**src/sv/stok_pkg.sv**
```systemverilog
`default_nettype none
package stok_pkg;
	typedef enum logic [3:0] {
		M_IDLE, M_IDENT, M_INT, M_FRAC, M_MINUS, M_BANG, M_EQUAL, M_GREATER,
		M_LESS, M_AMP, M_PIPE, M_COMMENT
	} mode_t;

	localparam logic [5:0] K_END = 6'd0, K_UNKNOWN = 6'd1, K_IDENT = 6'd2,
		K_INT = 6'd3, K_FLOAT = 6'd4, K_BOOL = 6'd5, K_NIL = 6'd6, K_KW0 = 6'd7,
		K_PLUS = 6'd15, K_MINUS = 6'd16, K_STAR = 6'd17, K_SLASH = 6'd18,
		K_PERCENT = 6'd19, K_EQUAL = 6'd20, K_EQ_EQ = 6'd21, K_BANG = 6'd22,
		K_BANG_EQ = 6'd23, K_GREATER = 6'd24, K_GREATER_EQ = 6'd25, K_LESS = 6'd26,
		K_LESS_EQ = 6'd27, K_AND_AND = 6'd28, K_OR_OR = 6'd29, K_LPAREN = 6'd30,
		K_RPAREN = 6'd31, K_LBRACE = 6'd32, K_RBRACE = 6'd33, K_COMMA = 6'd34,
		K_SEMICOLON = 6'd35;

	localparam int NWORDS = 11;
	localparam int WORD_CHARS = 8;
	typedef logic [NWORDS-1:0] cand_t;

	// keyword letters, index 0 is the first letter
	function automatic logic [7:0] word_char(input int w, input int i);
		logic [8*WORD_CHARS-1:0] s;
		case (w)
			0: s = {16'h0, "evitan"};
			1: s = "noitcnuf";
			2: s = {32'h0, "tini"};
			3: s = {32'h0, "niam"};
			4: s = {24'h0, "lacol"};
			5: s = {24'h0, "elihw"};
			6: s = {48'h0, "fi"};
			7: s = {32'h0, "esle"};
			8: s = {32'h0, "eurt"};
			9: s = {24'h0, "eslaf"};
			default: s = {40'h0, "lin"};
		endcase
		word_char = s[8*i +: 8];
	endfunction

	function automatic logic [3:0] word_len(input int w);
		case (w)
			0: word_len = 4'd6;
			1: word_len = 4'd8;
			2, 3, 7, 8: word_len = 4'd4;
			4, 5, 9: word_len = 4'd5;
			6: word_len = 4'd2;
			default: word_len = 4'd3;
		endcase
	endfunction
endpackage
`default_nettype wire

```
**src/sv/source_tokenizer.sv**
```systemverilog
// output: a token appears on the outputs in the cycle after the byte that ends it
// throughput: one byte per cycle unless stalled; a byte may yield two tokens,
// the second held in a spare slot, during which input is stalled
// input is also stalled while a token waits in the output register under stall
// reset: scanner idle, offset 0, line 1, column 1, no token held
`default_nettype none
module source_tokenizer import stok_pkg::*; #(
	parameter int OFFSET_BITS = 20,
	parameter int POSITION_BITS = 16
) (
	input wire logic clk,
	input wire logic arst_n,
	input wire logic in_valid,
	output logic in_stall,
	input wire logic [7:0] ch,
	input wire logic end_of_source,
	output logic out_valid,
	input wire logic out_stall,
	output logic [5:0] kind,
	output logic [OFFSET_BITS-1:0] start_offset,
	output logic [15:0] token_length,
	output logic [POSITION_BITS-1:0] line,
	output logic [POSITION_BITS-1:0] column,
	output logic signed [31:0] value,
	output logic last_of_run
);
	typedef struct packed {
		logic [5:0] kind;
		logic [OFFSET_BITS-1:0] offs;
		logic [15:0] len;
		logic [POSITION_BITS-1:0] line;
		logic [POSITION_BITS-1:0] col;
		logic [31:0] value;
		logic last;
	} tok_t;

	localparam logic [POSITION_BITS-1:0] POS_MAX = '1;

	mode_t mode_q, mode_d;
	logic [OFFSET_BITS-1:0] offs_q, offs_d, tstart_q, tstart_d;
	logic [POSITION_BITS-1:0] line_q, line_d, col_q, col_d, tcol_q, tcol_d;
	logic [15:0] cnt_q, cnt_d;
	cand_t cand_q, cand_d;
	logic [31:0] acc_q, acc_d;
	logic neg_q, neg_d, sat_q, sat_d;

	tok_t out_q, pend_q, t0, t1;
	logic out_v_q, pend_v_q;
	logic n0, n1;

	logic take, out_free;
	assign out_free = !out_v_q || !out_stall;
	assign in_stall = pend_v_q || !out_free;
	assign take = in_valid && !in_stall;

	logic is_dig, is_alp, is_blank;
	assign is_dig = ch >= "0" && ch <= "9";
	assign is_alp = (ch >= "a" && ch <= "z") || (ch >= "A" && ch <= "Z") || ch == "_";
	assign is_blank = ch == " " || ch == 8'h09 || ch == 8'h0d || ch == 8'h0a;

	// digit accumulate from a given accumulator/sign state
	function automatic logic [32:0] digit_step(input logic [31:0] a, input logic n,
			input logic s, input logic [7:0] c);
		logic [31:0] lim;
		logic [35:0] nx;
		lim = 32'h7fffffff + {31'b0, n};
		nx = {4'b0, a} * 36'd10 + {32'b0, c[3:0]};
		if (s || nx > {4'b0, lim}) digit_step = {1'b1, lim};
		else digit_step = {1'b0, nx[31:0]};
	endfunction

	// pending token of current mode
	tok_t fl;
	logic fl_v;
	always_comb begin
		logic [5:0] k;
		logic [31:0] v;
		logic hit;
		k = K_IDENT;
		v = '0;
		hit = 1'b0;
		fl_v = 1'b1;
		for (int i = 0; i < NWORDS; i++) begin
			if (!hit && cand_q[i] && cnt_q == {12'b0, word_len(i)}) begin
				hit = 1'b1;
				if (i < 8) k = K_KW0 + 6'(i);
				else if (i == 8) begin k = K_BOOL; v = 32'd1; end
				else if (i == 9) k = K_BOOL;
				else k = K_NIL;
			end
		end
		fl = '{kind: K_UNKNOWN, offs: tstart_q, len: 16'd1, line: line_q,
			col: tcol_q, value: '0, last: 1'b0};
		unique case (mode_q)
			M_IDENT: begin fl.kind = k; fl.len = cnt_q; fl.value = v; end
			M_INT: begin
				fl.kind = K_INT; fl.len = cnt_q;
				fl.value = neg_q ? 32'd0 - acc_q : acc_q;
			end
			M_FRAC: begin fl.kind = K_FLOAT; fl.len = cnt_q; end
			M_MINUS: fl.kind = K_MINUS;
			M_BANG: fl.kind = K_BANG;
			M_EQUAL: fl.kind = K_EQUAL;
			M_GREATER: fl.kind = K_GREATER;
			M_LESS: fl.kind = K_LESS;
			M_AMP, M_PIPE: fl.kind = K_UNKNOWN;
			default: fl_v = 1'b0;
		endcase
	end

	always_comb begin
		logic used, fl_now;
		logic [15:0] cinc;
		logic [32:0] ds;
		logic [5:0] single;
		mode_d = mode_q; offs_d = offs_q; tstart_d = tstart_q; line_d = line_q;
		col_d = col_q; tcol_d = tcol_q; cnt_d = cnt_q; cand_d = cand_q;
		acc_d = acc_q; neg_d = neg_q; sat_d = sat_q;
		used = 1'b0; fl_now = 1'b0;
		n0 = 1'b0; n1 = 1'b0;
		t0 = fl; t1 = fl;
		single = K_UNKNOWN;
		cinc = (cnt_q != 16'hffff) ? cnt_q + 16'd1 : cnt_q;
		ds = digit_step(acc_q, neg_q, sat_q, ch);
		if (end_of_source) begin
			t1 = '{kind: K_END, offs: offs_q, len: 16'd0, line: line_q, col: col_q,
				value: '0, last: 1'b1};
			if (mode_q != M_COMMENT && fl_v) begin n0 = 1'b1; n1 = 1'b1; end
			else begin t0 = t1; n0 = 1'b1; end
			mode_d = M_IDLE; offs_d = '0; line_d = POSITION_BITS'(1);
			col_d = POSITION_BITS'(1); tstart_d = '0; tcol_d = '0; cnt_d = '0;
			cand_d = '0; acc_d = '0; neg_d = 1'b0; sat_d = 1'b0;
		end else begin
			unique case (mode_q)
				M_IDENT:
					if (is_alp || is_dig) begin
						used = 1'b1;
						for (int i = 0; i < NWORDS; i++)
							if (!(cnt_q < {12'b0, word_len(i)} &&
									word_char(i, int'(cnt_q[2:0])) == ch))
								cand_d[i] = 1'b0;
						cnt_d = cinc;
					end else fl_now = 1'b1;
				M_INT:
					if (is_dig) begin
						used = 1'b1; acc_d = ds[31:0]; sat_d = ds[32]; cnt_d = cinc;
					end else if (ch == ".") begin
						used = 1'b1; mode_d = M_FRAC; cnt_d = cinc;
					end else fl_now = 1'b1;
				M_FRAC:
					if (is_dig) begin used = 1'b1; cnt_d = cinc; end
					else fl_now = 1'b1;
				M_MINUS:
					if (ch == "-") begin used = 1'b1; mode_d = M_COMMENT; end
					else if (is_dig) begin
						used = 1'b1; mode_d = M_INT; neg_d = 1'b1;
						ds = digit_step(acc_q, 1'b1, sat_q, ch);
						acc_d = ds[31:0]; sat_d = ds[32]; cnt_d = cinc;
					end else fl_now = 1'b1;
				M_BANG, M_EQUAL, M_GREATER, M_LESS, M_AMP, M_PIPE: begin
					if ((mode_q == M_AMP && ch == "&") || (mode_q == M_PIPE && ch == "|")
							|| (mode_q != M_AMP && mode_q != M_PIPE && ch == "=")) begin
						used = 1'b1; mode_d = M_IDLE; n0 = 1'b1; t0.len = 16'd2;
						unique case (mode_q)
							M_BANG: t0.kind = K_BANG_EQ;
							M_EQUAL: t0.kind = K_EQ_EQ;
							M_GREATER: t0.kind = K_GREATER_EQ;
							M_LESS: t0.kind = K_LESS_EQ;
							M_AMP: t0.kind = K_AND_AND;
							default: t0.kind = K_OR_OR;
						endcase
					end else fl_now = 1'b1;
				end
				M_COMMENT: begin
					used = 1'b1;
					if (ch == 8'h0a) mode_d = M_IDLE;
				end
				default: mode_d = M_IDLE;
			endcase
			if (fl_now) begin n0 = 1'b1; mode_d = M_IDLE; end
			if (!used && !is_blank) begin
				tstart_d = offs_q; tcol_d = col_q; cnt_d = 16'd1; acc_d = '0;
				neg_d = 1'b0; sat_d = 1'b0;
				for (int i = 0; i < NWORDS; i++) cand_d[i] = word_char(i, 0) == ch;
				t1 = '{kind: K_UNKNOWN, offs: offs_q, len: 16'd1, line: line_q,
					col: col_q, value: '0, last: 1'b0};
				mode_d = M_IDLE;
				if (is_dig) begin
					mode_d = M_INT;
					ds = digit_step(32'd0, 1'b0, 1'b0, ch);
					acc_d = ds[31:0]; sat_d = ds[32];
				end else if (is_alp) mode_d = M_IDENT;
				else begin
					case (ch)
						"-": mode_d = M_MINUS;
						"!": mode_d = M_BANG;
						"=": mode_d = M_EQUAL;
						">": mode_d = M_GREATER;
						"<": mode_d = M_LESS;
						"&": mode_d = M_AMP;
						"|": mode_d = M_PIPE;
						"+": single = K_PLUS;
						"*": single = K_STAR;
						"/": single = K_SLASH;
						"%": single = K_PERCENT;
						"(": single = K_LPAREN;
						")": single = K_RPAREN;
						"{": single = K_LBRACE;
						"}": single = K_RBRACE;
						",": single = K_COMMA;
						";": single = K_SEMICOLON;
						default: single = K_UNKNOWN;
					endcase
					if (mode_d == M_IDLE) begin
						t1.kind = single;
						if (n0) n1 = 1'b1;
						else begin t0 = t1; n0 = 1'b1; end
					end
				end
			end
			offs_d = offs_q + OFFSET_BITS'(1);
			if (ch == 8'h0a) begin
				if (line_q != POS_MAX) line_d = line_q + POSITION_BITS'(1);
				col_d = POSITION_BITS'(1);
			end else if (col_q != POS_MAX) col_d = col_q + POSITION_BITS'(1);
			if (n1) t1.last = 1'b1;
			else t0.last = 1'b1;
		end
	end

	always_ff @(posedge clk or negedge arst_n) begin
		if (!arst_n) begin
			mode_q <= M_IDLE; offs_q <= '0; tstart_q <= '0;
			line_q <= POSITION_BITS'(1); col_q <= POSITION_BITS'(1); tcol_q <= '0;
			cnt_q <= '0; cand_q <= '0; acc_q <= '0; neg_q <= 1'b0; sat_q <= 1'b0;
			out_v_q <= 1'b0; pend_v_q <= 1'b0;
		end else begin
			if (take) begin
				mode_q <= mode_d; offs_q <= offs_d; tstart_q <= tstart_d;
				line_q <= line_d; col_q <= col_d; tcol_q <= tcol_d; cnt_q <= cnt_d;
				cand_q <= cand_d; acc_q <= acc_d; neg_q <= neg_d; sat_q <= sat_d;
			end
			if (pend_v_q && out_free) begin
				out_q <= pend_q; out_v_q <= 1'b1; pend_v_q <= 1'b0;
			end else if (take && n0) begin
				out_q <= t0; out_v_q <= 1'b1; pend_q <= t1; pend_v_q <= n1;
			end else if (out_free) begin
				out_v_q <= 1'b0;
			end
		end
	end

	// output register plus one spare slot for a second token
	assign out_valid = out_v_q;
	assign kind = out_q.kind;
	assign start_offset = out_q.offs;
	assign token_length = out_q.len;
	assign line = out_q.line;
	assign column = out_q.col;
	assign value = out_q.value;
	assign last_of_run = out_q.last;
endmodule
`default_nettype wire
```
**config.mk**
```make
export PLATFORM = sky130hd
export DESIGN_NAME = source_tokenizer
export DESIGN_NICKNAME = d
export VERILOG_FILES = /design/src/sv/stok_pkg.sv /design/src/sv/source_tokenizer.sv
export SDC_FILE = /design/constraint.sdc
export NUM_CORES = 1
export LEC_CHECK = 0
export ABC_AREA = 1
export BUFFER_PORTS_ARGS = -buffer_cell sky130_fd_sc_hd__buf_2
export CAP_MARGIN = 40
export CORE_UTILIZATION = 40
export DETAILED_ROUTE_END_ITERATION = 8
export GPL_ROUTABILITY_DRIVEN = 0
export MAX_ROUTING_LAYER = met4
export PLACE_DENSITY_LB_ADDON = 0.12
export SLEW_MARGIN = 20
export SYNTH_ARGS = -nofsm -noshare
export SYNTH_HDL_FRONTEND = slang
export SYNTH_SLANG_ARGS = --single-unit
```
**constraint.sdc**
```tcl
create_clock -name clk -period 7.3 [get_ports clk]
set_input_delay 1.825 -clock clk [delete_from_list [all_inputs] [get_ports clk]]
set_output_delay 1.825 -clock clk [all_outputs]
set_load 0.02 [all_outputs]
```
### Word level (Yosys, flattened, before mapping)

Index checks and enable logic that the tools add are counted.

* logic and storage cells: 508
* input port bits: 13
* output and inout bits: 109
* bits in registers: 369

* add/sub/neg operators: 7
* reduce and logical (&&, ||, !) cells: 111
* order comparisons: 15
* eq/ne operators: 91
* multiplexer cells: 233
* shift operators: 11
* $mul: 1
* bitwise operators: 1

Operators with widths (number)
* two-way mux 64 bit: 33
* two-way mux 107 bit: 10
* variable part select 64 x 7 -> 8 bit: 11
* two-way mux 16 bit: 19
* two-way mux 32 bit: 7
* == test 8 bit: 22
* two-way mux 8 bit: 22
* two-way mux 4 bit: 34
* == test 8 x 6 -> 1 bit, second input constant: 16
* case mux 32 bit (2 select lines): 2
* two-way mux 101 bit: 1
* two-way mux 33 bit: 3
* less-than comparator 16 x 4 -> 1 bit: 6
* two-way mux 6 bit: 14
* two-way mux 1 bit: 71
* case mux 16 bit (4 select lines): 1
* two-way mux 20 bit: 3
* case mux 6 bit (10 select lines): 1
* adder 16 x 1 -> 16 bit, second input constant: 3
* == test 16 x 3 -> 1 bit, second input constant: 3
* != test 16 bit, second input constant: 3
* case mux 6 bit (8 select lines): 1
* AND reduction 4 bit: 12
* logical AND 1 bit: 44
* other kinds (48): 128

### Depth between registers and ports, before layout

* depth after elaboration: 55
* mapped depth: 35

### Worst setup path before layout

Ideal clock, no wire load.

* path type: in2reg
* start: in ch[3]
* end: reg out_q (netlist bit column[0]), enable pin
* stages on the path: 22
* arrival: 8343 ps
* required time: 6724 ps
* buffers on the path: 1
* slack: -1618 ps
* path through: buf_6 inv_2 nand2_1 o21ai_0 nand3_1 nand2_1 nand2_1 nor2_1 nor2_2 nand2_2 o211ai_2 a21oi_2 nand2_4 nor2_2 inv_2 a21oi_2 nand2_1 nand3_1 nand2_1 nand2_1 inv_1 nor2_1

* word-level cells in the longest chain between the ends: 18
* elaborated cells between the ends (all ways): 69
* classes of those cells: order compare (6); eq/ne (13); mux (29); reduce/logical (21)

RTL lines
* start: declaration: line source_tokenizer.sv:15 `input wire logic [7:0] ch,`
* greater-or-equal comparator 8 x 7 -> 1 bit or less-or-equal comparator 8 x 7 -> 1 bit (tied branches): line source_tokenizer.sv:58 `assign is_alp = (ch >= "a" && ch <= "z") || (ch >= "A" && ch <= "Z") || ch == "_";`
* logical AND 1 bit: line source_tokenizer.sv:58
* logical OR 1 bit (2 in series): line source_tokenizer.sv:58
* logical OR 1 bit: line source_tokenizer.sv:136 `if (is_alp || is_dig) begin`
* two-way mux 1 bit: line source_tokenizer.sv:136
* case mux 1 bit (5 select lines): line source_tokenizer.sv:134 `unique case (mode_q)`
* two-way mux 1 bit: line source_tokenizer.sv:125 `if (end_of_source) begin`
* two-way mux 1 bit: line source_tokenizer.sv:180 `if (fl_now) begin n0 = 1'b1; mode_d = M_IDLE; end`
* two-way mux 1 bit: line source_tokenizer.sv:125
* two-way mux 1 bit: line source_tokenizer.sv:214 `if (mode_d == M_IDLE) begin`
* two-way mux 1 bit: line source_tokenizer.sv:192 `end else if (is_alp) mode_d = M_IDENT;`
* two-way mux 1 bit: line source_tokenizer.sv:188 `if (is_dig) begin`
* two-way mux 1 bit (*): line source_tokenizer.sv:181 `if (!used && !is_blank) begin`
* two-way mux 1 bit (*): line source_tokenizer.sv:125
* logical AND 1 bit (*): line source_tokenizer.sv:245 `end else if (take && n0) begin`
* nonzero test 2 bit (no source line) (*)
* AND reduction 2 bit (no source line) (*)
* end signal: assignment: line source_tokenizer.sv:244 `out_q <= pend_q; out_v_q <= 1'b1; pend_v_q <= 1'b0;`
* end signal: assignment: line source_tokenizer.sv:246 `out_q <= t0; out_v_q <= 1'b1; pend_q <= t1; pend_v_q <= n1;`
* end: declaration: line source_tokenizer.sv:47 `tok_t out_q, pend_q, t0, t1;`

Every way passes the cells marked *; elsewhere a longest branch is shown, timed or not. The select of a mux whose other input is x is not followed.
A chain may end at the register's enable or synchronous reset.

### Final worst setup path

* start: reg acc_q[1]
* end: reg acc_q[24]

* word-level cells in the longest chain between the ends: 10
* elaborated cells between the ends (all ways): 14
* classes of those cells: add/sub (1); mul (1); order compare (2); mux (8); reduce/logical (2)

RTL lines
* start: declaration: line source_tokenizer.sv:44 `logic [31:0] acc_q, acc_d;`
* start signal: assignment: line source_tokenizer.sv:235 `cnt_q <= '0; cand_q <= '0; acc_q <= '0; neg_q <= 1'b0; sat_q <= 1'b0;`
* start signal: assignment: line source_tokenizer.sv:241 `cand_q <= cand_d; acc_q <= acc_d; neg_q <= neg_d; sat_q <= sat_d;`
* multiplier 32 x 3 -> 35 bit (*): line source_tokenizer.sv:67 `nx = {4'b0, a} * 36'd10 + {32'b0, c[3:0]};`
* adder 36 x 4 -> 36 bit (*): line source_tokenizer.sv:67
* greater-than comparator 36 x 32 -> 1 bit: line source_tokenizer.sv:68 `if (s || nx > {4'b0, lim}) digit_step = {1'b1, lim};`
* logical OR 1 bit: line source_tokenizer.sv:68
* two-way mux 33 bit: line source_tokenizer.sv:68
* two-way mux 32 bit: line source_tokenizer.sv:155 `else if (is_dig) begin`
* two-way mux 32 bit: line source_tokenizer.sv:154 `if (ch == "-") begin used = 1'b1; mode_d = M_COMMENT; end`
* case mux 32 bit (2 select lines) (*): line source_tokenizer.sv:134
* two-way mux 32 bit (*): line source_tokenizer.sv:181
* two-way mux 32 bit (*): line source_tokenizer.sv:125

Marked as above.

==> impl_metrics.ini <==
[run_status]
status = completed

[hold_path]
hold_path.class = flop to flop
hp-start = line_q[9]

[layout]
final_common_cell = nand2_1
nFillCells = 6207
area_growth_syn_to_layout_pct = 11.3
instances_no_fill = 4290
final_area_um2 = 27900
mostFrequentLayoutCells = 779 x nand2_1, 428 x inv_1, 369 x nor2_1
nets = 3543
drive_gt1_frac = 0.105
n_antenna_cell = 0

[floorplan]
fp.dieW_um = 252
dieArea_um2 = 63600
pin_count = 122
die_h_um = 252
start_util = 0.405
core-area_um2 = 61700
rows = 91

[synthesis]
synth-main-ff-cell = edfxtp_1
async_reset_ff_frac = 0.420
syn_area_um2 = 25000
synth_compound_area_frac = 0.142
synth_seq_cells = 369
syn-num-nets = 3454
synth_top_family_by_area = simple AND/OR/NAND/NOR gates
synth-simple-area-share = 0.291
synthAdderAreaFrac = 0.0556
synth-xor-area-share = 0.00905
syn_inst = 3331
yosysWarnings = 0
synth_edf_count = 214
synth_mux_area_frac = 0.000400
synth_top_area_cell = edfxtp_1
synth_top_cell_area_share = 0.257
ys_seq_area_frac = 0.412
avgSynthCellArea_um2 = 7.51
yosysUniqueCellTypes = 75
synth.area.top_cells = edfxtp_1 26%, dfrtp_1 15%, nand2_1 12%

[route]
ant_nets = 0
drc = 0
wire_per_inst_um = 17.7
firstDrtPassIters = 8
drt-initial-drc-count = 2108
vias = 23304
routed_wl_mm = 76.0
viasPerCell = 5.43

[placed_design]
place_area_um2 = 26500
hpwl_mm = 56.2
place_ws_ps = 702
dp_cells = 4212
io_buffers = 121

[timing]
min_period_ps = 6090
maxSlewViolCount = 0
max_freq_mhz = 164
setup_viol = 0
slew_headroom = 0.506
fin_skew_ps = 31.2
timing.final.ws_setup_ps = 1210
fin_crit_sh = 0.834
whs_ps = 478
final.setup.tns_ps = 0
grt_setup_unrepaired = no
tightestPinTransition_ps = 740
hold_violations = 0

[global_routing]
first_global_vias = 22317
antenna_found_initial = 0
grt_usage = 0.246
grt_pass1_wl_mm = 122
grt.overflow.total = 0
grt_max_degree = 108

[clock_tree]
clkTransAtPathRegs_ps = 60
cts_resized = 0
cts_hold_buf = 0
cts_buffers = 41
cts_num_sinks = 369
cts_root_buffer = clkbuf_16
cts_tree = yes
h-tree-depth = 2
cts_buffer_depth = 3
postCtsSetupRepairBufs = 0
clk_latency_ps = 570

[setup_path]
slowest_stage = dfrtp_1
timing.rr.start = acc_q[1]
cpMostUsedCell = nand2_1
path_max_fanout = 28
cp-end-kind = flop
cp-start-kind = flop
critical_path_buf_inv_count = 3
required_ps = 7750
critPathTopFamily = simple AND/OR/NAND/NOR gates
slowest_delay_ps = 500
crit_type = flop to flop
crit_arrival_ps = 6540
startpoint = acc_q[1]

[run]
drv_cap = 0

[power]
power_leakage_nw = 12.7
irDropWorstVdd_mv = 0.181
power.density_nw_per_um2 = 272
## cell families (layout without fill, tap and decap cells)
group	count (synthesis)	count (layout)
and+or+nand+nor	1619	1619
buffers and inverters	570	692
adders and majority gates	110	110
AOI/OAI and AO/OA	637	637
muxes	1	1
xor gates and xnor gates	25	25
DFF	369	369
## flip-flops by register name, summed over array words and instances, names as in the netlist
signal and count:
pend_q 107, acc_q 32, value 32, offs_q 20
start_offset 20, tstart_q 20, cnt_q 16, col_q 16
column 16, line 16, line_q 16, tcol_q 16
token_length 16, cand_q 11, kind 6, mode_q 4
last_of_run 1, neg_q 1, out_valid 1, pend_v_q 1
sat_q 1
## through the flow
step	utilization	power [mW]
final	0.451	7.57
after global routing	0.451	8.01
after CTS	0.451	7.59
after detailed placement	0.430	5.55
after global placement	0.428	5.48
after floorplan	-	4.67
## worst paths after layout
check | cells past startpoint | slack [ps] | endpoint
setup / recovery | 31 | 1210 | acc_q[24]
hold / removal | 0 | 480 | pend_q[58]
setup reg to reg | 31 | 1210 | acc_q[24]
hold reg to reg | 0 | 480 | pend_q[58]
max in group asynchronous | 3 | 4620 | neg_q
min in group asynchronous | 1 | 1170 | tcol_q[7]
## synthesized netlist by cell type (12+ instances only)
library cell	count
a31oi_1	36
o31ai_1	19
inv_1	428
nand2_2	23
nor2_2	20
nor3_1	73
nor4_1	22
nand2_1	781
nor2_4	12
o21ai_0	236
nand3_2	28
o21ai_1	18
a21oi_1	220
nand4_1	75
nand3_1	169
edfxtp_1	214
ha_1	108
dfrtp_1	153
o22ai_1	43
clkbuf_1	71
xor2_1	22
buf_2	16
nor2_1	373
inv_2	27
## per-layer routing
| layer | vias up | track usage | routed length [µm] | share of wire |
|---|---|---|---|---|
| li1 | 11369 | - | - | - |
| met1 | 11049 | 0.330 | 34400 | 0.45 |
| met2 | 752 | 0.385 | 34700 | 0.46 |
| met3 | 134 | 0.0321 | 4690 | 0.062 |
| met4 | 0 | 0.0810 | 2170 | 0.029 |
| met5 | - | - | 0 | 0 |
## where the power goes
group          total [mW]  switching [mW]  leakage (nW)  internal [mW]
registers            2.81           0.159          4.15           2.65
logic                2.74            1.99          7.90          0.748
clock network        2.03           0.885         0.631           1.14
total                7.57            3.04          12.7           4.54
## final cells by class
cell class	count	area (µm²)	area share
Multi-Input combinational cell	2392	12500	0.448
Sequential cell	369	10300	0.370
Inverter	466	1760	0.0631
Clock buffer	56	1100	0.0396
Tap cell	837	1050	0.0376
Timing Repair Buffer	150	960	0.0345
Clock inverter	20	186	0.00669
(Power assumes the default switching activity.)
